File: src/rtl/core/hsc_pkg.sv
// ----------------------------------------------------------------------------
// hsc_pkg
// Shared types, constants and layout/rule tables for the Hangul composer.
// ----------------------------------------------------------------------------
package hsc_pkg;

    // Default depth of the internal request queues
    localparam int unsigned QUEUE_DEPTH = 2;

    localparam logic [15:0] SYL_BASE     = 16'hAC00;
    localparam logic [15:0] JAMO_BASE    = 16'h1100;
    localparam logic [15:0] SYL_PER_INIT = 16'd588;   // 21 medials * 28 finals
    localparam logic [15:0] SYL_PER_MED  = 16'd28;
    localparam logic [4:0]  SILENT_INIT  = 5'd11;     // ieung

    typedef enum logic [1:0] {
        KIND_EMPTY = 2'd0,
        KIND_LATIN = 2'd1,
        KIND_LONE  = 2'd2,
        KIND_SYL   = 2'd3
    } kind_t;

    typedef enum logic [1:0] {
        PH_NONE  = 2'd0,
        PH_CONS  = 2'd1,
        PH_VOWEL = 2'd2,
        PH_FINAL = 2'd3
    } phase_t;

    // Table hit with index
    typedef struct packed {
        logic       hit;
        logic [4:0] idx;
    } lookup_t;

    // Classified key request, front to back
    typedef struct packed {
        logic       clear;
        logic       is_cons;
        logic       is_vowel;
        logic [4:0] jamo;
        logic [7:0] key;
    } cls_t;

    // Result request, back to output
    typedef struct packed {
        kind_t       kind;
        logic [15:0] code_point;
        logic [23:0] utf8_bytes;
        logic        commit_valid;
        logic [15:0] commit_code;
    } res_t;

    // Consonant key -> initial index
    function automatic lookup_t cons_lookup(input logic [7:0] key);
        lookup_t r;
        r.hit = 1'b1;
        case (key)
            "r":     r.idx = 5'd0;
            "R":     r.idx = 5'd1;
            "s":     r.idx = 5'd2;
            "e":     r.idx = 5'd3;
            "E":     r.idx = 5'd4;
            "f":     r.idx = 5'd5;
            "a":     r.idx = 5'd6;
            "q":     r.idx = 5'd7;
            "Q":     r.idx = 5'd8;
            "t":     r.idx = 5'd9;
            "T":     r.idx = 5'd10;
            "d":     r.idx = 5'd11;
            "w":     r.idx = 5'd12;
            "W":     r.idx = 5'd13;
            "c":     r.idx = 5'd14;
            "z":     r.idx = 5'd15;
            "x":     r.idx = 5'd16;
            "v":     r.idx = 5'd17;
            "g":     r.idx = 5'd18;
            default: begin
                r.hit = 1'b0;
                r.idx = 5'd0;
            end
        endcase
        return r;
    endfunction

    // Vowel key -> medial index
    function automatic lookup_t vowel_lookup(input logic [7:0] key);
        lookup_t r;
        r.hit = 1'b1;
        case (key)
            "y":     r.idx = 5'd12;
            "u":     r.idx = 5'd6;
            "i":     r.idx = 5'd2;
            "o":     r.idx = 5'd1;
            "p":     r.idx = 5'd5;
            "h":     r.idx = 5'd8;
            "j":     r.idx = 5'd4;
            "k":     r.idx = 5'd0;
            "l":     r.idx = 5'd20;
            "b":     r.idx = 5'd17;
            "n":     r.idx = 5'd13;
            "m":     r.idx = 5'd18;
            default: begin
                r.hit = 1'b0;
                r.idx = 5'd0;
            end
        endcase
        return r;
    endfunction

    // Initial index -> single final index; miss for double tigeut/bieup/jieut
    function automatic lookup_t init_to_final(input logic [4:0] ini);
        lookup_t r;
        r.hit = 1'b1;
        case (ini)
            5'd0:    r.idx = 5'd0;
            5'd1:    r.idx = 5'd1;
            5'd2:    r.idx = 5'd3;
            5'd3:    r.idx = 5'd6;
            5'd5:    r.idx = 5'd7;
            5'd6:    r.idx = 5'd15;
            5'd7:    r.idx = 5'd16;
            5'd9:    r.idx = 5'd18;
            5'd10:   r.idx = 5'd19;
            5'd11:   r.idx = 5'd20;
            5'd12:   r.idx = 5'd21;
            5'd14:   r.idx = 5'd22;
            5'd15:   r.idx = 5'd23;
            5'd16:   r.idx = 5'd24;
            5'd17:   r.idx = 5'd25;
            5'd18:   r.idx = 5'd26;
            default: begin
                r.hit = 1'b0;
                r.idx = 5'd0;
            end
        endcase
        return r;
    endfunction

    // Diphthong rules: base medial + added medial
    function automatic lookup_t diph_lookup(input logic [4:0] base, input logic [4:0] add);
        lookup_t r;
        r.hit = 1'b1;
        case ({base, add})
            {5'd8,  5'd0}:  r.idx = 5'd9;
            {5'd8,  5'd1}:  r.idx = 5'd10;
            {5'd8,  5'd20}: r.idx = 5'd11;
            {5'd13, 5'd4}:  r.idx = 5'd14;
            {5'd13, 5'd5}:  r.idx = 5'd15;
            {5'd13, 5'd20}: r.idx = 5'd16;
            {5'd18, 5'd20}: r.idx = 5'd19;
            default: begin
                r.hit = 1'b0;
                r.idx = 5'd0;
            end
        endcase
        return r;
    endfunction

    // Complex final rules: base final + added final
    function automatic lookup_t comb_lookup(input logic [4:0] base, input logic [4:0] add);
        lookup_t r;
        r.hit = 1'b1;
        case ({base, add})
            {5'd0,  5'd18}: r.idx = 5'd2;
            {5'd3,  5'd21}: r.idx = 5'd4;
            {5'd3,  5'd26}: r.idx = 5'd5;
            {5'd7,  5'd0}:  r.idx = 5'd8;
            {5'd7,  5'd15}: r.idx = 5'd9;
            {5'd7,  5'd16}: r.idx = 5'd10;
            {5'd7,  5'd18}: r.idx = 5'd11;
            {5'd7,  5'd24}: r.idx = 5'd12;
            {5'd7,  5'd25}: r.idx = 5'd13;
            {5'd7,  5'd26}: r.idx = 5'd14;
            {5'd16, 5'd18}: r.idx = 5'd17;
            default: begin
                r.hit = 1'b0;
                r.idx = 5'd0;
            end
        endcase
        return r;
    endfunction

    // Final (plus one) left behind when a vowel follows
    function automatic logic [4:0] split_keep(input logic [4:0] fin);
        logic [4:0] r;
        case (fin)
            5'd2:    r = 5'd1;
            5'd4:    r = 5'd4;
            5'd5:    r = 5'd4;
            5'd8,
            5'd9,
            5'd10,
            5'd11,
            5'd12,
            5'd13,
            5'd14:   r = 5'd8;
            5'd17:   r = 5'd17;
            default: r = 5'd0;
        endcase
        return r;
    endfunction

    // Initial carried into the next syllable when a vowel follows
    function automatic logic [4:0] split_move(input logic [4:0] fin);
        logic [4:0] r;
        case (fin)
            5'd0:    r = 5'd0;
            5'd1:    r = 5'd1;
            5'd2:    r = 5'd9;
            5'd3:    r = 5'd2;
            5'd4:    r = 5'd12;
            5'd5:    r = 5'd18;
            5'd6:    r = 5'd3;
            5'd7:    r = 5'd5;
            5'd8:    r = 5'd0;
            5'd9:    r = 5'd6;
            5'd10:   r = 5'd7;
            5'd11:   r = 5'd9;
            5'd12:   r = 5'd16;
            5'd13:   r = 5'd17;
            5'd14:   r = 5'd18;
            5'd15:   r = 5'd6;
            5'd16:   r = 5'd7;
            5'd17:   r = 5'd9;
            5'd18:   r = 5'd9;
            5'd19:   r = 5'd10;
            5'd20:   r = 5'd11;
            5'd21:   r = 5'd12;
            5'd22:   r = 5'd14;
            5'd23:   r = 5'd15;
            5'd24:   r = 5'd16;
            5'd25:   r = 5'd17;
            5'd26:   r = 5'd18;
            default: r = 5'd0;
        endcase
        return r;
    endfunction

    // Three-byte UTF-8 encoding, first byte highest
    function automatic logic [23:0] utf8_of(input logic [15:0] cp);
        return {4'hE, cp[15:12], 2'b10, cp[11:6], 2'b10, cp[5:0]};
    endfunction

endpackage

File: src/rtl/core/hsc_queue.sv
// ----------------------------------------------------------------------------
// hsc_queue
// Small register FIFO used between the front, back and output sides.
// ----------------------------------------------------------------------------
module hsc_queue #(
    parameter type         T     = logic [7:0],
    parameter int unsigned DEPTH = hsc_pkg::QUEUE_DEPTH
) (
    input  logic clk,
    input  logic rst_n,
    input  logic push,
    input  T     din,
    output logic full,
    input  logic pop,
    output T     dout,
    output logic empty
);

    localparam int unsigned PW = (DEPTH > 1) ? $clog2(DEPTH) : 1;
    localparam int unsigned CW = $clog2(DEPTH + 1);

    T               mem_reg [DEPTH];
    logic [PW-1:0]  wr_ptr_reg, wr_ptr_next;
    logic [PW-1:0]  rd_ptr_reg, rd_ptr_next;
    logic [CW-1:0]  count_reg, count_next;
    logic           do_push, do_pop;

    assign full    = (count_reg == CW'(DEPTH));
    assign empty   = (count_reg == '0);
    assign do_push = push && !full;
    assign do_pop  = pop && !empty;
    assign dout    = mem_reg[rd_ptr_reg];

    // Pointer and fill count update
    always_comb
    begin
        wr_ptr_next = wr_ptr_reg;
        rd_ptr_next = rd_ptr_reg;
        if (do_push)
        begin
            wr_ptr_next = (wr_ptr_reg == PW'(DEPTH - 1)) ? '0 : wr_ptr_reg + 1'b1;
        end
        if (do_pop)
        begin
            rd_ptr_next = (rd_ptr_reg == PW'(DEPTH - 1)) ? '0 : rd_ptr_reg + 1'b1;
        end
        case ({do_push, do_pop})
            2'b10:   count_next = count_reg + 1'b1;
            2'b01:   count_next = count_reg - 1'b1;
            default: count_next = count_reg;
        endcase
    end

    always_ff @(posedge clk or negedge rst_n)
    begin
        if (!rst_n)
        begin
            wr_ptr_reg <= '0;
            rd_ptr_reg <= '0;
            count_reg  <= '0;
        end
        else
        begin
            wr_ptr_reg <= wr_ptr_next;
            rd_ptr_reg <= rd_ptr_next;
            count_reg  <= count_next;
        end
    end

    // Storage, payload only
    always_ff @(posedge clk)
    begin
        if (do_push)
        begin
            mem_reg[wr_ptr_reg] <= din;
        end
    end

endmodule

File: src/rtl/core/hsc_front.sv
// ----------------------------------------------------------------------------
// hsc_front
// Accepts key requests and classifies them as clear, consonant, vowel or Latin.
// ----------------------------------------------------------------------------
module hsc_front (
    input  logic          command,
    input  logic [7:0]    key_code,
    input  logic          push,
    output logic          full,
    output logic          q_push,
    output hsc_pkg::cls_t q_item,
    input  logic          q_full
);
    import hsc_pkg::*;

    lookup_t cons_hit;
    lookup_t vowel_hit;

    assign cons_hit  = cons_lookup(key_code);
    assign vowel_hit = vowel_lookup(key_code);

    // Classify; consonant table has priority, clear overrides the key
    always_comb
    begin
        q_item.clear    = command;
        q_item.is_cons  = !command && cons_hit.hit;
        q_item.is_vowel = !command && !cons_hit.hit && vowel_hit.hit;
        q_item.jamo     = cons_hit.hit ? cons_hit.idx : vowel_hit.idx;
        q_item.key      = key_code;
    end

    assign q_push = push;
    assign full   = q_full;

endmodule

File: src/rtl/core/hsc_back.sv
// ----------------------------------------------------------------------------
// hsc_back
// Composition automaton: applies the syllable rules and builds the result.
// ----------------------------------------------------------------------------
module hsc_back (
    input  logic          clk,
    input  logic          rst_n,
    input  logic          cls_empty,
    input  hsc_pkg::cls_t cls_item,
    output logic          cls_pop,
    input  logic          res_full,
    output logic          res_push,
    output hsc_pkg::res_t res_item
);
    import hsc_pkg::*;

    phase_t      phase_reg, phase_next;
    logic [4:0]  ini_reg, ini_next;
    logic [4:0]  med_reg, med_next;
    logic [4:0]  fpo_reg, fpo_next;
    logic [15:0] code_reg, code_next;

    logic        go;
    lookup_t     itf;
    lookup_t     cmb;
    lookup_t     dph;
    logic [4:0]  fin_idx;
    logic [4:0]  keep;
    logic [15:0] syl_code;

    assign go       = !cls_empty && !res_full;
    assign cls_pop  = go;
    assign res_push = go;

    assign fin_idx = fpo_reg - 1'b1;
    assign itf     = init_to_final(cls_item.jamo);
    assign cmb     = comb_lookup(fin_idx, itf.idx);
    assign dph     = diph_lookup(med_reg, cls_item.jamo);
    assign keep    = split_keep(fin_idx);

    // Next state and result
    always_comb
    begin
        phase_next            = phase_reg;
        ini_next              = ini_reg;
        med_next              = med_reg;
        fpo_next              = fpo_reg;
        res_item.commit_valid = 1'b0;
        res_item.commit_code  = '0;

        if (cls_item.clear)
        begin
            phase_next = PH_NONE;
            ini_next   = '0;
            med_next   = '0;
            fpo_next   = '0;
        end
        else if (cls_item.is_cons)
        begin
            case (phase_reg)
                PH_NONE:
                begin
                    phase_next = PH_CONS;
                    ini_next   = cls_item.jamo;
                    med_next   = '0;
                    fpo_next   = '0;
                end
                PH_VOWEL:
                begin
                    if (itf.hit)
                    begin
                        fpo_next   = itf.idx + 1'b1;
                        phase_next = PH_FINAL;
                    end
                    else
                    begin
                        res_item.commit_valid = 1'b1;
                        res_item.commit_code  = code_reg;
                        phase_next = PH_CONS;
                        ini_next   = cls_item.jamo;
                        med_next   = '0;
                        fpo_next   = '0;
                    end
                end
                PH_FINAL:
                begin
                    if (itf.hit && cmb.hit)
                    begin
                        fpo_next = cmb.idx + 1'b1;
                    end
                    else
                    begin
                        res_item.commit_valid = 1'b1;
                        res_item.commit_code  = code_reg;
                        phase_next = PH_CONS;
                        ini_next   = cls_item.jamo;
                        med_next   = '0;
                        fpo_next   = '0;
                    end
                end
                default:
                begin
                    // lone consonant followed by a consonant
                    res_item.commit_valid = 1'b1;
                    res_item.commit_code  = code_reg;
                    phase_next = PH_CONS;
                    ini_next   = cls_item.jamo;
                    med_next   = '0;
                    fpo_next   = '0;
                end
            endcase
        end
        else if (cls_item.is_vowel)
        begin
            case (phase_reg)
                PH_NONE:
                begin
                    phase_next = PH_VOWEL;
                    ini_next   = SILENT_INIT;
                    med_next   = cls_item.jamo;
                    fpo_next   = '0;
                end
                PH_CONS:
                begin
                    phase_next = PH_VOWEL;
                    med_next   = cls_item.jamo;
                end
                PH_VOWEL:
                begin
                    if (dph.hit)
                    begin
                        med_next = dph.idx;
                    end
                    else
                    begin
                        res_item.commit_valid = 1'b1;
                        res_item.commit_code  = code_reg;
                        phase_next = PH_VOWEL;
                        ini_next   = SILENT_INIT;
                        med_next   = cls_item.jamo;
                        fpo_next   = '0;
                    end
                end
                default:
                begin
                    // final splits or moves into the next syllable
                    res_item.commit_valid = 1'b1;
                    res_item.commit_code  = code_reg - {11'd0, fpo_reg} + {11'd0, keep};
                    phase_next = PH_VOWEL;
                    ini_next   = split_move(fin_idx);
                    med_next   = cls_item.jamo;
                    fpo_next   = '0;
                end
            endcase
        end

        // Preedit code of the new state
        syl_code = SYL_BASE + {11'd0, ini_next} * SYL_PER_INIT
                 + {11'd0, med_next} * SYL_PER_MED + {11'd0, fpo_next};
        case (phase_next)
            PH_CONS:  code_next = JAMO_BASE + {11'd0, ini_next};
            PH_VOWEL,
            PH_FINAL: code_next = syl_code;
            default:  code_next = '0;
        endcase

        // Result fields
        if (cls_item.clear)
        begin
            res_item.kind       = KIND_EMPTY;
            res_item.code_point = '0;
            res_item.utf8_bytes = '0;
        end
        else if (!cls_item.is_cons && !cls_item.is_vowel)
        begin
            res_item.kind       = KIND_LATIN;
            res_item.code_point = {8'd0, cls_item.key};
            res_item.utf8_bytes = '0;
        end
        else
        begin
            res_item.kind       = (phase_next == PH_CONS) ? KIND_LONE : KIND_SYL;
            res_item.code_point = code_next;
            res_item.utf8_bytes = utf8_of(code_next);
        end
    end

    // Composition state
    always_ff @(posedge clk or negedge rst_n)
    begin
        if (!rst_n)
        begin
            phase_reg <= PH_NONE;
            ini_reg   <= '0;
            med_reg   <= '0;
            fpo_reg   <= '0;
            code_reg  <= '0;
        end
        else if (go)
        begin
            phase_reg <= phase_next;
            ini_reg   <= ini_next;
            med_reg   <= med_next;
            fpo_reg   <= fpo_next;
            code_reg  <= code_next;
        end
    end

endmodule

File: src/rtl/core/hangul_syllable_composer_core.sv
// Keys pass the request queue and the automaton into the result queue driving the outputs.
// One key per cycle while the result queue has room; composer state updates once per key.
// Queue depth sets how far either side may stall without stalling the other.
// Reset: asynchronous, clears both queues and returns composition to no syllable.
// ----------------------------------------------------------------------------
// hangul_syllable_composer_core
// Two-set Hangul composer: classifier, request queue, automaton, result queue.
// ----------------------------------------------------------------------------
module hangul_syllable_composer_core #(
    parameter int unsigned QUEUE_DEPTH = hsc_pkg::QUEUE_DEPTH
) (
    input  logic        clk,
    input  logic        rst_n,
    input  logic        push,
    output logic        full,
    input  logic        command,
    input  logic [7:0]  key_code,
    output logic        empty,
    input  logic        pop,
    output logic [1:0]  kind,
    output logic [15:0] code_point,
    output logic [23:0] utf8_bytes,
    output logic        commit_valid,
    output logic [15:0] commit_code
);
    import hsc_pkg::*;

    logic  cls_push, cls_full, cls_empty, cls_pop;
    cls_t  cls_in, cls_head;
    logic  res_push, res_full;
    res_t  res_in, res_head;

    // Front: accept and classify keys
    hsc_front u_front (
        .command  (command),
        .key_code (key_code),
        .push     (push),
        .full     (full),
        .q_push   (cls_push),
        .q_item   (cls_in),
        .q_full   (cls_full)
    );

    // Classified request queue
    hsc_queue #(
        .T     (cls_t),
        .DEPTH (QUEUE_DEPTH)
    ) u_cls_q (
        .clk   (clk),
        .rst_n (rst_n),
        .push  (cls_push),
        .din   (cls_in),
        .full  (cls_full),
        .pop   (cls_pop),
        .dout  (cls_head),
        .empty (cls_empty)
    );

    // Back: composition automaton
    hsc_back u_back (
        .clk       (clk),
        .rst_n     (rst_n),
        .cls_empty (cls_empty),
        .cls_item  (cls_head),
        .cls_pop   (cls_pop),
        .res_full  (res_full),
        .res_push  (res_push),
        .res_item  (res_in)
    );

    // Result queue
    hsc_queue #(
        .T     (res_t),
        .DEPTH (QUEUE_DEPTH)
    ) u_res_q (
        .clk   (clk),
        .rst_n (rst_n),
        .push  (res_push),
        .din   (res_in),
        .full  (res_full),
        .pop   (pop),
        .dout  (res_head),
        .empty (empty)
    );

    assign kind         = res_head.kind;
    assign code_point   = res_head.code_point;
    assign utf8_bytes   = res_head.utf8_bytes;
    assign commit_valid = res_head.commit_valid;
    assign commit_code  = res_head.commit_code;

    // Checks
    a_result_lands: assert property (@(posedge clk) disable iff (!rst_n)
        res_push |=> !empty)
        else $error("processed request did not reach result queue");

    a_no_stray_commit: assert property (@(posedge clk) disable iff (!rst_n)
        (!empty && !commit_valid) |-> (commit_code == 16'd0))
        else $error("commit code without commit");

    a_latin_clean: assert property (@(posedge clk) disable iff (!rst_n)
        (!empty && kind == KIND_LATIN) |-> (utf8_bytes == 24'd0 && !commit_valid))
        else $error("Latin passthrough carries encoding or commit");

    a_lone_jamo_range: assert property (@(posedge clk) disable iff (!rst_n)
        (!empty && kind == KIND_LONE) |-> (code_point[15:8] == 8'h11))
        else $error("lone jamo outside choseong block");

endmodule
File: config.mk
export PLATFORM = sky130hd
export DESIGN_NAME = hangul_syllable_composer_core
export DESIGN_NICKNAME = d
export VERILOG_FILES = /design/src/rtl/core/hsc_pkg.sv /design/src/rtl/core/hsc_queue.sv /design/src/rtl/core/hsc_front.sv /design/src/rtl/core/hsc_back.sv /design/src/rtl/core/hangul_syllable_composer_core.sv
export SDC_FILE = /design/constraint.sdc
export NUM_CORES = 1
export LEC_CHECK = 0
export ABC_AREA = 1
export ABC_CLOCK_PERIOD_IN_PS = 6400
export BUFFER_PORTS_ARGS = -buffer_cell sky130_fd_sc_hd__buf_2
export CAP_MARGIN = 20
export CORE_AREA = 2 2 163 165
export DETAILED_ROUTE_END_ITERATION = 10
export DIE_AREA = 0 0 165 167
export PLACE_DENSITY = 0.64
export RECOVER_POWER = 100
export SETUP_SLACK_MARGIN = 0.2
export SKIP_CTS_REPAIR_TIMING = 1
export SYNTH_ARGS = -nofsm -noshare
export SYNTH_HDL_FRONTEND = slang
export SYNTH_SLANG_ARGS = --single-unit
File: constraint.sdc
create_clock -name clk -period 6.4 [get_ports clk]
set_input_delay 1.28 -clock clk [delete_from_list [all_inputs] [get_ports clk]]
set_output_delay 1.28 -clock clk [all_outputs]
set_load 0.03 [all_outputs]
# Word-level counts from Yosys, hierarchy flattened

Memory sizes are Yosys's and may differ from the RTL's.
Index checks and enable logic that the tools add are counted.

Add/sub/neg operators: 17
Reduce and logical (&&, ||, !) cells: 31
Equal/unequal tests: 76
$lt $le $gt $ge: 0
Shifts and indexed selects: 0
Multipliers: 2
Bitwise logic cells: 0
Div/mod/pow operators: 0
Multiplexer cells: 65

Operator list:

| kind                   | count |
|---|---|
| $eq 8x7->1 const B     | 31 |
| $pmux 5 s11            | 2 |
| $mux 17                | 6 |
| $mux 5                 | 20 |
| $pmux 5 s18            | 1 |
| $mux 42                | 2 |
| $pmux 5 s15            | 1 |
| $eq 10x8->1 const B    | 7 |
| $eq 10x9->1 const B    | 6 |
| $pmux 17 s3            | 1 |
| $pmux 5 s2             | 4 |
| $pmux 5 s7             | 1 |
| $pmux 17 s2            | 1 |
| $add 16x5->16          | 2 |
| $pmux 16 s2            | 1 |
| $eq 5x4->1 const B     | 6 |
| $eq 10x10->1 const B   | 2 |
| $eq 10x7->1 const B    | 2 |
| $reduce_or 19->1       | 1 |
| $add 16x10->16         | 1 |
| $add 16x15->16 const A | 1 |
| $eq 2x2->1 const B     | 8 |
| $reduce_or 16->1       | 1 |
| $sub 16x5->16          | 1 |
| other kinds (27)       | 82 |

RAM bits: 150
Bits in read-only memories: 288
Bits in registers: 41
Word-level logic and storage cells: 206
Memories: 4
Latch bits: 0

Memories:

| memory           | depth | width | read ports | clocked after Yosys merged registers in | wr ports | line            | source |
|---|---|---|---|---|---|---|---|
| (name not given) | 32    | 5     | 1          | 0                                       | 0        | hsc_pkg.sv:207  | `case (fin)` |
| (name not given) | 32    | 4     | 1          | 0                                       | 0        | hsc_pkg.sv:187  | `case (fin)` |
| u_res_q.mem_reg  | 2     | 59    | 1          | 0                                       | 1        | hsc_queue.sv:22 | `T mem_reg [DEPTH];` |
| u_cls_q.mem_reg  | 2     | 16    | 1          | 0                                       | 1        | hsc_queue.sv:22 |  |

# Depth between registers and ports, before layout

Gate-level depths: netlist (run 1).
An unclocked memory read counts as a cell.

Depth in word-level cells: 18
Gate-level depth with buffers: 48

# Cells and area by module

Synthesis (run 1) repeated with hierarchy kept, for this count alone.

Cells, all modules: 1609
Area total of the unflattened synthesis: 12982.5 µm²

Modules (own cells, without submodules):

| module              | area each (µm²) | cells each | times used |
|---|---|---|---|
| hsc_back            | 6336.1          | 1012       | 1 |
| hsc_queue (u_res_q) | 4569.4          | 341        | 1 |
| hsc_queue (u_cls_q) | 1417.6          | 116        | 1 |
| hsc_front           | 659.4           | 140        | 1 |

# Worst setup path after synthesis (run 1)

OpenSTA, ideal clock, no wires.

Kind: register to register
Start point: register u_back.fpo_reg[0]
End point: memory u_res_q.mem_reg[0][55] (netlist bit) (data pin)
Buffers on the path: 1
Stages on the path, launching flop included: 43
Required time: 6130 ps
Clock period less this slack: 6347 ps
Slack: 53 ps
Arrival: 6077 ps
Cells stage by stage: dfrtp_1 > inv_1 > ha_1 > inv_1 > ha_1 > buf_2 > clkinv_1 > nor3_1 > inv_1 > nor2_1 > inv_1 > a21oi_2 > nand2_1 > nand2_1 > nor2_2 > nand2_4 > nand3_4 > nand2_2 > [7 not listed] > ha_1 > ha_1 > a21oi_1 > inv_1 > a31oi_1 > nor2_1 > nor2_1 > nor2_1 > nor2_1 > o21ai_0 > nand3_1 > nand2_1 > nand2_1 > o21ai_0 > nand2_1 > nand2_1 > nand3_1 > nor2_1

Longest elaborated chain between the ends: 16

RTL lines:

| item                                      | line            | source |
|---|---|---|
| start, declared                           | hsc_back.sv:20  | `logic [4:0] fpo_reg, fpo_next;` |
| start signal, assigned                    | hsc_back.sv:204 | `fpo_reg <= fpo_next;` |
| $sub 5x1->5                               | hsc_back.sv:35  | `assign fin_idx = fpo_reg - 1'b1;` |
| $eq 10x5->1, or another cell as far along | hsc_pkg.sv:164  | `case ({base, add})` |
| $reduce_or 11->1 (no source line)         | --              |  |
| $mux 1                                    | hsc_pkg.sv:164  |  |
| $logic_and 1x1->1                         | hsc_back.sv:87  | `if (itf.hit && cmb.hit)` |
| $mux 5                                    | hsc_back.sv:87  |  |
| $pmux 5 s2                                | hsc_back.sv:60  | `case (phase_reg)` |
| $mux 5                                    | hsc_back.sv:58  | `else if (cls_item.is_cons)` |
| $mux 5                                    | hsc_back.sv:51  | `if (cls_item.clear)` |
| $mul 5x8->13                              | hsc_back.sv:158 | `syl_code = SYL_BASE + {11'd0, ini_next} * SYL_PER_INIT` |
| $add 16x15->16                            | hsc_back.sv:158 |  |
| $add 16x10->16                            | hsc_back.sv:159 | `+ {11'd0, med_next} * SYL_PER_MED + {11'd0, fpo_next};` |
| $add 16x5->16                             | hsc_back.sv:159 |  |
| $pmux 16 s2 (*)                           | hsc_back.sv:160 | `case (phase_next)` |
| $mux 42 (*)                               | hsc_back.sv:174 | `else if (!cls_item.is_cons && !cls_item.is_vowel)` |
| $mux 42 (*)                               | hsc_back.sv:168 | `if (cls_item.clear)` |
| end, declared                             | hsc_queue.sv:22 |  |

Mark *: on every way between the ends. The rest lies on a longest branch, timed or not.

# Final worst setup path (run 1)

Start point: register u_cls_q.rd_ptr_reg
End point: memory u_res_q.mem_reg[0][56] (netlist bit) (data pin)

Longest elaborated chain between the ends: 18

RTL lines:

| item                                      | line            | source |
|---|---|---|
| start, declared                           | hsc_queue.sv:24 | `logic [PW-1:0] rd_ptr_reg, rd_ptr_next;` |
| start signal, assigned                    | hsc_queue.sv:65 | `rd_ptr_reg <= rd_ptr_next;` |
| $mem_v2 2x16 (*)                          | --              |  |
| $eq 5x5->1, or another cell as far along  | hsc_pkg.sv:115  | `case (ini)` |
| $pmux 5 s15                               | hsc_pkg.sv:115  |  |
| $eq 10x5->1, or another cell as far along | hsc_pkg.sv:164  |  |
| $reduce_or 11->1 (no source line)         | --              |  |
| $mux 1                                    | hsc_pkg.sv:164  |  |
| $logic_and 1x1->1                         | hsc_back.sv:87  |  |
| $mux 5                                    | hsc_back.sv:87  |  |
| [3 not listed]                            | --              |  |
| named net u_back.ini_next[2]              | hsc_back.sv:18  | `logic [4:0] ini_reg, ini_next;` |
| $mul 5x8->13 (*)                          | hsc_back.sv:158 |  |
| $add 16x15->16 (*)                        | hsc_back.sv:158 |  |
| $add 16x10->16 (*)                        | hsc_back.sv:159 |  |
| $add 16x5->16 (*)                         | hsc_back.sv:159 |  |
| $pmux 16 s2 (*)                           | hsc_back.sv:160 |  |
| $mux 42 (*)                               | hsc_back.sv:174 |  |
| $mux 42 (*)                               | hsc_back.sv:168 |  |

Mark *: on every way through the listed nets, which the timed path passes. The rest lies on a longest branch.

==> results of run 1 <==
## layer usage
layer  share of wire [%]  up-vias  wire [microns]
met4                 2.3        0             707
li1                    -     5047               -
met2                  48      319           14600
met3                 6.0       42            1800
met1                  43     4716           13100
met5                   0        -               0
## synth_stat cells (3+ instances only)
cell	n	share of area [%]
inv_1	192	6.3
nand3_1	54	2.4
buf_2	6	0.26
o31ai_1	6	0.40
nor4_1	4	0.22
a21oi_1	66	2.9
buf_6	4	0.40
nor2_4	3	0.30
dfrtp_1	41	9.0
a31oi_1	12	0.66
nor2_1	119	3.9
xnor2_1	8	0.61
xor2_1	17	1.3
o211ai_1	14	0.92
edfxtp_1	118	31
clkbuf_1	29	0.96
nand3_2	5	0.44
mux2i_1	4	0.35
o221ai_1	5	0.38
nand4_1	13	0.71
a211oi_1	4	0.26
o21ai_1	18	0.79
o22ai_1	12	0.66
nor2_2	7	0.38
o311ai_0	6	0.46
or2_2	8	0.44
ha_1	82	9.0
fa_1	12	2.1
buf_4	18	1.2
nor3_1	17	0.75
inv_2	7	0.23
nand2_2	19	1.0
nand2_1	352	12
o2111ai_1	12	0.92
nand2_4	3	0.30
o21bai_1	6	0.40
clkinv_1	3	0.099
nand3b_1	3	0.20
o21ai_0	87	3.8
## metrics by stage
step                      utilization (%)  setup slack (ns)
after floorplan                         -             0.201
after global placement               49.2            -0.138
after detailed placement             49.2            -0.311
after CTS                            51.5            -0.393
after global routing                 54.1            -0.402
final                                54.1           -0.0129
## cells by family (layout without fill, tap and decap cells)
kind of cell / Yosys count / after routing / synth area share, %
buffers and inverters: 259 / 429 / 9.45
multiplexers: 4 / 4 / 0.351
other: 1 / 3 / 0.0329
AO/OA/AOI/OAI: 263 / 263 / 13.7
AND/OR/NAND/NOR: 613 / 613 / 23.2
XOR/XNOR: 26 / 26 / 2.06
flip-flops: 159 / 159 / 40.1
adder cells (fa/ha/maj): 94 / 94 / 11.1
## worst max path at each step
| stage | start | end | slack (ns) | cells past startpoint |
|---|---|---|---|---|
| after CTS | u_cls_q.rd_ptr_reg | u_back.code_reg[12] | -0.39 | 41 |
| after global routing | u_cls_q.rd_ptr_reg | u_res_q.mem_reg[0][56] | -0.40 | 46 |
| after detailed placement | u_cls_q.rd_ptr_reg | u_res_q.mem_reg[0][53] | -0.31 | 41 |
| after floorplan | u_back.fpo_reg[0] | u_res_q.mem_reg[0][55] | 0.20 | 42 |
| final | u_cls_q.rd_ptr_reg | u_res_q.mem_reg[0][56] | -0.01 | 47 |
| after global placement | u_cls_q.rd_ptr_reg | u_res_q.mem_reg[0][53] | -0.14 | 41 |
## worst register-to-register path: cells and delay by family (launching register included)
family	cells	cell delay, ns
AND/OR/NAND/NOR	23	2.01
adder cells (fa/ha/maj)	5	1.59
buffers and inverters	12	1.26
AO/OA/AOI/OAI	7	0.97
flip-flops	1	0.46
## cell type report
cell class	count	area (sq um)	area share, %
inverters	202	767	5.50
flip-flops and latches	159	4570	32.8
well taps	335	419	3.00
clock inverters	15	160	1.15
repair buffers	195	1300	9.34
multi-input cells	1003	6300	45.2
clock buffers	17	425	3.05
==> results.md, run 1 <==
* Placement Rows at 59
* Global-route wire length before repair at 46.7 mm
* Final ANT Viol Nets at 0
* WL/cell at 15.7 microns
* Root Driver: clkbuf_16
* Max Fclk at 156 MHz
* Vias in the first global route at 9,455
* Worst Skew at 0.0171 ns
* Worst path bufs/invs at 12
* Reg-to-Reg Start: u_cls_q.rd_ptr_reg
* Slew of the pin with the lowest slew margin at 2.49 ns
* Hold depth at 2
* Pin count of the biggest net entering global routing at 51
* HP Start: u_back.med_reg[4]
* Final hold vios at 0
* MaxCap Viol Count at 3
* Failing checks: max-capacitance violations, max-slew violations, negative setup slack
* CORE AREA at 0.0258 sq mm
* Num ports at 74
* Number of flops mapped to enable cells by yosys at 118
* Most used cell along the critical path: nand2_2
* Worst hold slack at 0.562 ns
* Syn-to-layout area delta at 22.4%
* Initial detailed-routing violation count at 729
* Met3 Use GR at 3.66%
* Final Slew Violations at 120
* FF-to-FF path depth at 47
* H-tree depth at 4
* Reg2reg setup slack at -0.01 ns
* Post-layout net count at 1,685
* Initial DRT Pass Iterations at 8
* Outcome: finished with violations
* Die H at 167 microns
* Max clock buf depth at 2
* Cell Area, Synth at 0.0114 sq mm
* Hold Path Sink: u_back.med_reg[4]
* Setup TNS at -0.0271 ns
* Met2 Use GR at 36.0%
* FF+latch count, synth at 159
* Number of flip-flops in the largest register at 86
* Clock net sink count at 159
* Hold Crit Class: reg -> reg
* Total gr overflow at 0
* GRT met1 Usage at 28.0%
* Drt total wl at 30.2 mm
* Worst Path Required at 6.70 ns
* Clock Latency Late Sink at 0.44 ns
* Final Cell Area at 0.0139 sq mm
* Initial antenna violation count at 0
* Number of port buffers at 70
* Initial Utilization at 44.2%
* Fin crit period at 6.41 ns
* CP max-delay cell: fa_1
* Leading cell type in the layout, fill and taps excluded: nand2_1
* Fin cells at 1,926
* Worst reg2reg endpoint: u_res_q.mem_reg[0][56]
* Diodes inserted at 0
* Total CTS buffers at 17
* Die ar. at 0.0276 sq mm
* Slew margin rel. at -66.2%
* Unrepaired setup endpoints after global routing: yes
* Cell variety after synth at 56
* Number of vias per cell at 5.26
* CP endpoint kind: register
* CP Launch Type: register
* Family with the most delay on the worst path: simple AND/OR/NAND/NOR gates
* # DRC at 0
* Crit path kind: reg -> reg
* Worst-path clk slew at 0.07 ns
* Gr busiest metal: met2
* Yosys warns at 0
* Total GRT Usage at 21.4%
* Filler Cell Count at 2,385
* Die X-Extent at 165 microns
* Crit path DAT at 6.71 ns
* Post-synthesis cell count at 1,419
* Placed inst area at 0.0127 sq mm
* Final WS setup at -0.0129 ns
* Crit share post-route at 100%
* Final Setup Violations at 4
* Gpl congestion at 0.934
* Asr flop ratio synth at 25.8%
* Syn_area_per_cell at 8.03 sq um
* Via count at 10,100
* CTS tree: built
* Synth Flop Type: edfxtp_1
* Crit path max fanout at 5
* DP Wirelength at 21.9 mm
* Crit-path max cell delay at 0.51 ns
* Most frequent cells in the layout: nand2_1 (335), inv_1 (176), edfxtp_1 (118)
* Register area share after synthesis at 40.1%
* Layout cell share with drive strength beyond 1 at 23.3%
* Placed cells at 1,875
Power of run 1 is not shown: default switching activity piles up to over one toggle a cycle in this logic, so the estimate is an artifact.
==> run 2, diff against run 1 <==
ABC_AREA = not set   (was 1)
BUFFER_PORTS_ARGS = -buffer_cell sky130_fd_sc_hd__clkbuf_2   (was -buffer_cell sky130_fd_sc_hd__buf_2)
PLACE_DENSITY = not set   (was 0.64)
==> results.md, run 2 <==
* Outcome: finished with violations
* Failing checks: max-capacitance violations, max-slew violations, negative setup slack
* Slew of the pin with the lowest slew margin at 2.71 ns (+0.213 ns)
* Gr busiest metal: met2
* Placed cells at 1,654 (-12%)
* MaxCap Viol Count at 4 (+1)
* Pin count of the biggest net entering global routing at 53 (+3.9%)
* Slew margin rel. at -80.4% (-14 points)
* Post-synth top area share at 30.9% (-0.16 points)
* Leading cell type in the layout, fill and taps excluded: buf_4
* Clock Latency Late Sink at 0.44 ns (about the same)
* Initial detailed-routing violation count at 834 (+14%)
* Worst Path Required at 6.67 ns (-0.03 ns)
* WL/cell at 18.5 microns (+18%)
* Global-route wire length before repair at 48.9 mm (+4.7%)
* Root Driver: clkbuf_16
* Final Util at 56.5% (+2.4 points)
* Final ANT Viol Nets at 0 (unchanged)
* Total gr overflow at 0 (unchanged)
* Max Fclk at 138 MHz (-12%)
* Number of flops mapped to enable cells by yosys at 118 (unchanged)
* Worst reg2reg endpoint: u_res_q.mem_reg[1][54]
* CP endpoint kind: register
* List of most frequent post-synthesis cells: edfxtp_1 (118), nor2_1 (91), nand2_1 (84)
* Final Cell Area at 0.0146 sq mm (+4.4%)
* Post-layout net count at 1,468 (-13%)
* DP Wirelength at 22.8 mm (+4.1%)
* Reg2reg setup slack at -0.86 ns (-0.85 ns)
* Final WS setup at -0.864 ns (-0.851 ns)
* Worst hold slack at 0.493 ns (-0.0695 ns)
* Synth Flop Type: edfxtp_1
* Crit path DAT at 7.53 ns (+0.82 ns)
* Final Setup Violations at 21 (+17)
* Die ar. at 0.0276 sq mm (unchanged)
* Crit path kind: reg -> reg
* Worst Skew at 0.0148 ns (-0.00232 ns)
* Post-synthesis cell count at 1,138 (-20%)
* Yosys warns at 0 (unchanged)
* Diodes inserted at 0 (unchanged)
* HP Start: u_res_q.rd_ptr_reg
* Reg-to-Reg Start: u_cls_q.rd_ptr_reg
* GRT met1 Usage at 31.5% (+3.5 points)
* Syn_area_per_cell at 10.1 sq um (+25%)
* H-tree depth at 4 (unchanged)
* Top cells by area, synth: edfxtp_1 (31%), dfrtp_1 (9.0%), ha_1 (9.0%)
* CTS tree: built
* Crit share post-route at 113% (+13 points)
* CP max-delay cell: dfrtp_1
* Placed inst area at 0.0134 sq mm (+5.6%)
* Cell variety after synth at 90 (+61%)
* Initial antenna violation count at 0 (unchanged)
* Via count at 9,685 (-4.3%)
* CORE AREA at 0.0258 sq mm (unchanged)
* Unrepaired setup endpoints after global routing: yes
* Number of flip-flops in the largest register at 86 (unchanged)
* Num ports at 74 (unchanged)
* Die X-Extent at 165 microns (unchanged)
* Die H at 167 microns (unchanged)
* Total CTS buffers at 17 (unchanged)
* Vias in the first global route at 9,237 (-2.3%)
* Final hold vios at 0 (unchanged)
* Placement Rows at 59 (unchanged)
* CP endpoint: u_res_q.mem_reg[1][54]
* Syn-to-layout area delta at 27.1%
* Met3 Use GR at 3.74% (+0.075 points)
* Crit path max fanout at 7 (+2)
* Met2 Use GR at 36.3% (+0.34 points)
* Synth area leader: edfxtp_1
* # DRC at 0 (unchanged)
* FF-to-FF path depth at 35 (-26%)
* FF+latch count, synth at 159 (unchanged)
* Final Slew Violations at 174 (+45%)
* Asr flop ratio synth at 25.8% (unchanged)
* Drt total wl at 31.7 mm (+4.9%)
* Hold Crit Class: reg -> reg
* Register area share after synthesis at 39.9% (-0.21 points)
* Gpl congestion at 0.885 (-5.3%)
* Max clock buf depth at 2 (unchanged)
* Fin crit period at 7.26 ns (+0.851 ns)
* Total GRT Usage at 22.7% (+1.3 points)
* Worst-path clk slew at 0.07 ns (about the same)
* Most used cell along the critical path: ha_4
* Most frequent cells in the layout: buf_4 (185), edfxtp_1 (118), nor2_1 (87)
* Initial Utilization at 44.5% (+0.23 points)
* Initial DRT Pass Iterations at 5 (-3)
* Number of vias per cell at 5.67 (+7.8%)
* Crit-path max cell delay at 0.42 ns (-0.09 ns)
* Number of port buffers at 70 (unchanged)
* Top-count cell post-synth: edfxtp_1
* Cell Area, Synth at 0.0115 sq mm (+0.53%)
* Fin cells at 1,709 (-11%)
* Clock net sink count at 159 (unchanged)
* Layout cell share with drive strength beyond 1 at 29.1% (+5.8 points)
* CP Launch Type: register
* Crit. Startpoint: u_cls_q.rd_ptr_reg
run 2: kinds of logic after synthesis:
logic type / Yosys count / synth area share [%]
flops: 159 / 39.9
buf+inv: 143 / 5.59
compound gates: 300 / 18.5
mux: 80 / 7.83
fa+ha+maj: 94 / 11.1
xor+xnor: 49 / 3.75
simple gates: 312 / 13.3
other cells: 1 / 0.0327
run 2: routing by layer:
layer	up-vias	wire (microns)
met1	4686	14400
li1	4648	-
met4	0	711
met2	303	15100
met5	-	0
met3	48	1500
run 2: critical path, delay by kind of cell (launching register included):
| family | cells | cell delay, ns |
|---|---|---|
| AOI/OAI and AO/OA | 13 | 2.39 |
| adders and majority gates | 7 | 1.79 |
| and+or+nand+nor | 5 | 1.20 |
| buffers and inverters | 8 | 0.86 |
| DFF | 1 | 0.42 |
| muxes | 1 | 0.28 |
| xor gates and xnor gates | 1 | 0.12 |
run 2: final cells by class:
type	count	area [sq um]
fill	2249	11200
multi-input combinational	838	6940
sequential	159	4570
timing repair buffer	269	1790
clock buffer	19	443
tap	335	419
inverter	76	285
clock inverter	13	119
run 2: how the worst min path moves through the flow:
stage / depth (start not counted) / end / slack [ns]
after floorplan: 1 / u_cls_q.wr_ptr_reg / 0.46
after global placement: 1 / u_cls_q.wr_ptr_reg / 0.48
after detailed placement: 1 / u_cls_q.wr_ptr_reg / 0.52
after CTS: 1 / u_cls_q.wr_ptr_reg / 0.53
after global routing: 1 / u_res_q.rd_ptr_reg / 0.51
final: 1 / u_res_q.rd_ptr_reg / 0.49
run 2: stage by stage:
stage / worst slack, ns / setup TNS, ns
floorplan: -0.623 / -7.24
global placement: -0.695 / -10.20
detailed placement: -0.889 / -15.13
CTS: -0.961 / -16.76
global route: -1.11 / -19.39
finish: -0.864 / -11.91
Power of run 2 is left out for the same reason.
==> run 3, diff against run 2 <==
CORE_AREA = 2 2 116 231   (was 2 2 163 165)
DIE_AREA = 0 0 118 233   (was 0 0 165 167)
GPL_ROUTABILITY_DRIVEN = 0   (was not set)
==> results.md, run 3 (same netlist as run 2, synthesis figures left out) <==
* Crit share post-route at 114% (+0.79 points)
* Worst Skew at 0.0119 ns (-0.00291 ns)
* Placement Rows at 83 (+41%)
* Worst Path Required at 6.58 ns (-0.09 ns)
* Final Setup Violations at 24 (+14%)
* CP endpoint kind: register
* Crit path DAT at 7.49 ns (-0.04 ns)
* Initial detailed-routing violation count at 498 (-40%)
* Initial Utilization at 44.7% (+0.20 points)
* Placement Setup Slack at -0.921 ns (-0.0312 ns)
* Pin count of the biggest net entering global routing at 53 (unchanged)
* Via count at 9,845 (+1.7%)
* Diodes inserted at 0 (unchanged)
* Leading cell type in the layout, fill and taps excluded: buf_4
* MaxCap Viol Count at 4 (unchanged)
* Number of vias per cell at 5.72 (+0.88%)
* Root Driver: clkbuf_16
* Initial antenna violation count at 0 (unchanged)
* Post-layout net count at 1,476 (+0.54%)
* Outcome: finished with violations
* CORE AREA at 0.0257 sq mm (-0.44%)
* Unrepaired setup endpoints after global routing: yes
* Most frequent cells in the layout: buf_4 (185), edfxtp_1 (118), nor2_1 (87)
* Total GRT Usage at 23.6% (+0.95 points)
* Vias in the first global route at 9,797 (+6.1%)
* Slew of the pin with the lowest slew margin at 2.54 ns (-0.170 ns)
* Max clock buf depth at 2 (unchanged)
* Die X-Extent at 118 microns (-28%)
* Number of flip-flops in the largest register at 86 (unchanged)
* Final WS setup at -0.915 ns (-0.0507 ns)
* Final ANT Viol Nets at 0 (unchanged)
* Final Slew Violations at 175 (+0.57%)
* Most used cell along the critical path: ha_4
* # DRC at 0 (unchanged)
* Crit path max fanout at 6 (-1)
* Reg2reg setup slack at -0.91 ns (-0.05 ns)
* Crit path kind: reg -> reg
* Final hold vios at 0 (unchanged)
* Layout cell share with drive strength beyond 1 at 29.4% (+0.27 points)
* Hold Crit Class: reg -> reg
* Fin crit period at 7.31 ns (+0.0507 ns)
* Global-route wire length before repair at 50.2 mm (+2.6%)
* Initial DRT Pass Iterations at 5 (unchanged)
* Number of port buffers at 70 (unchanged)
* CP Launch Type: register
* DP Wirelength at 25.0 mm (+9.9%)
* Crit-path max cell delay at 0.41 ns (about the same)
* CP max-delay cell: dfrtp_1
* Die H at 233 microns (+40%)
* Clock Latency Late Sink at 0.45 ns (about the same)
* Total gr overflow at 0 (unchanged)
* CTS tree: built
* WL/cell at 19.2 microns (+3.3%)
* Total CTS buffers at 17 (unchanged)
* Max Fclk at 137 MHz (-0.69%)
* Drt total wl at 33.0 mm (+4.1%)
* Num ports at 74 (unchanged)
* Die ar. at 0.0275 sq mm (-0.22%)
* Failing checks: max-capacitance violations, max-slew violations, negative setup slack
* Clock net sink count at 159 (unchanged)
* Slew margin rel. at -69.1% (+11 points)
* H-tree depth at 4 (unchanged)
* Syn-to-layout area delta at 28.6%
* Worst-path clk slew at 0.07 ns (about the same)
==> run 3: worst paths after layout <==
path | cells past startpoint | endpoint | startpoint
setup / recovery | 38 | u_res_q.mem_reg[1][55] | u_cls_q.rd_ptr_reg
hold / removal | 1 | u_cls_q.wr_ptr_reg | u_cls_q.wr_ptr_reg
setup reg to reg | 38 | u_res_q.mem_reg[1][55] | u_cls_q.rd_ptr_reg
hold reg to reg | 1 | u_cls_q.wr_ptr_reg | u_cls_q.wr_ptr_reg
max in group asynchronous | 2 | u_back.fpo_reg[4] | rst_n
min in group asynchronous | 2 | u_res_q.count_reg[1] | rst_n
==> run 3: routing by layer <==
layer / track usage (%) / up-vias / part of all wire, %
li1: - / 4668 / -
met1: 22.0 / 4819 / 34
met2: 46.1 / 252 / 56
met3: 2.77 / 106 / 2.5
met4: 18.0 / 0 / 7.4
met5: 0 / - / 0
==> run 3: stage by stage <==
stage	hold slack, ns	utilization (%)	area, sq um	setup TNS [ns]	std cells
6_report	0.496	57.4	14700	-13.24	1722
5_1_grt	0.516	57.4	14700	-21.03	1722
4_1_cts	0.495	55.0	14100	-15.02	1701
3_5_place_dp	0.485	52.6	13500	-14.05	1669
3_3_place_gp	0.493	52.5	13500	-10.47	1668
2_1_floorplan	0.461	-	11600	-7.24	1140
==> run 3: cell type report <==
type	instances	area, sq um
well taps	340	425
multi-input cells	838	6960
fillers	2262	10900
clock buffers	21	482
repair buffers	277	1860
clock inverters	11	144
flip-flops and latches	159	4570
inverters	76	285
==> run 3: critical path, delay by kind of cell, from the launching register on <==
family / cells / cell delay (ns)
AO/OA/AOI/OAI: 13 / 2.11
AND/OR/NAND/NOR: 9 / 1.52
flip-flops: 1 / 0.41
XOR/XNOR: 1 / 0.09
multiplexers: 1 / 0.30
adder cells (fa/ha/maj): 7 / 1.77
buffers and inverters: 7 / 0.84
Power of run 3 is left out for the same reason.
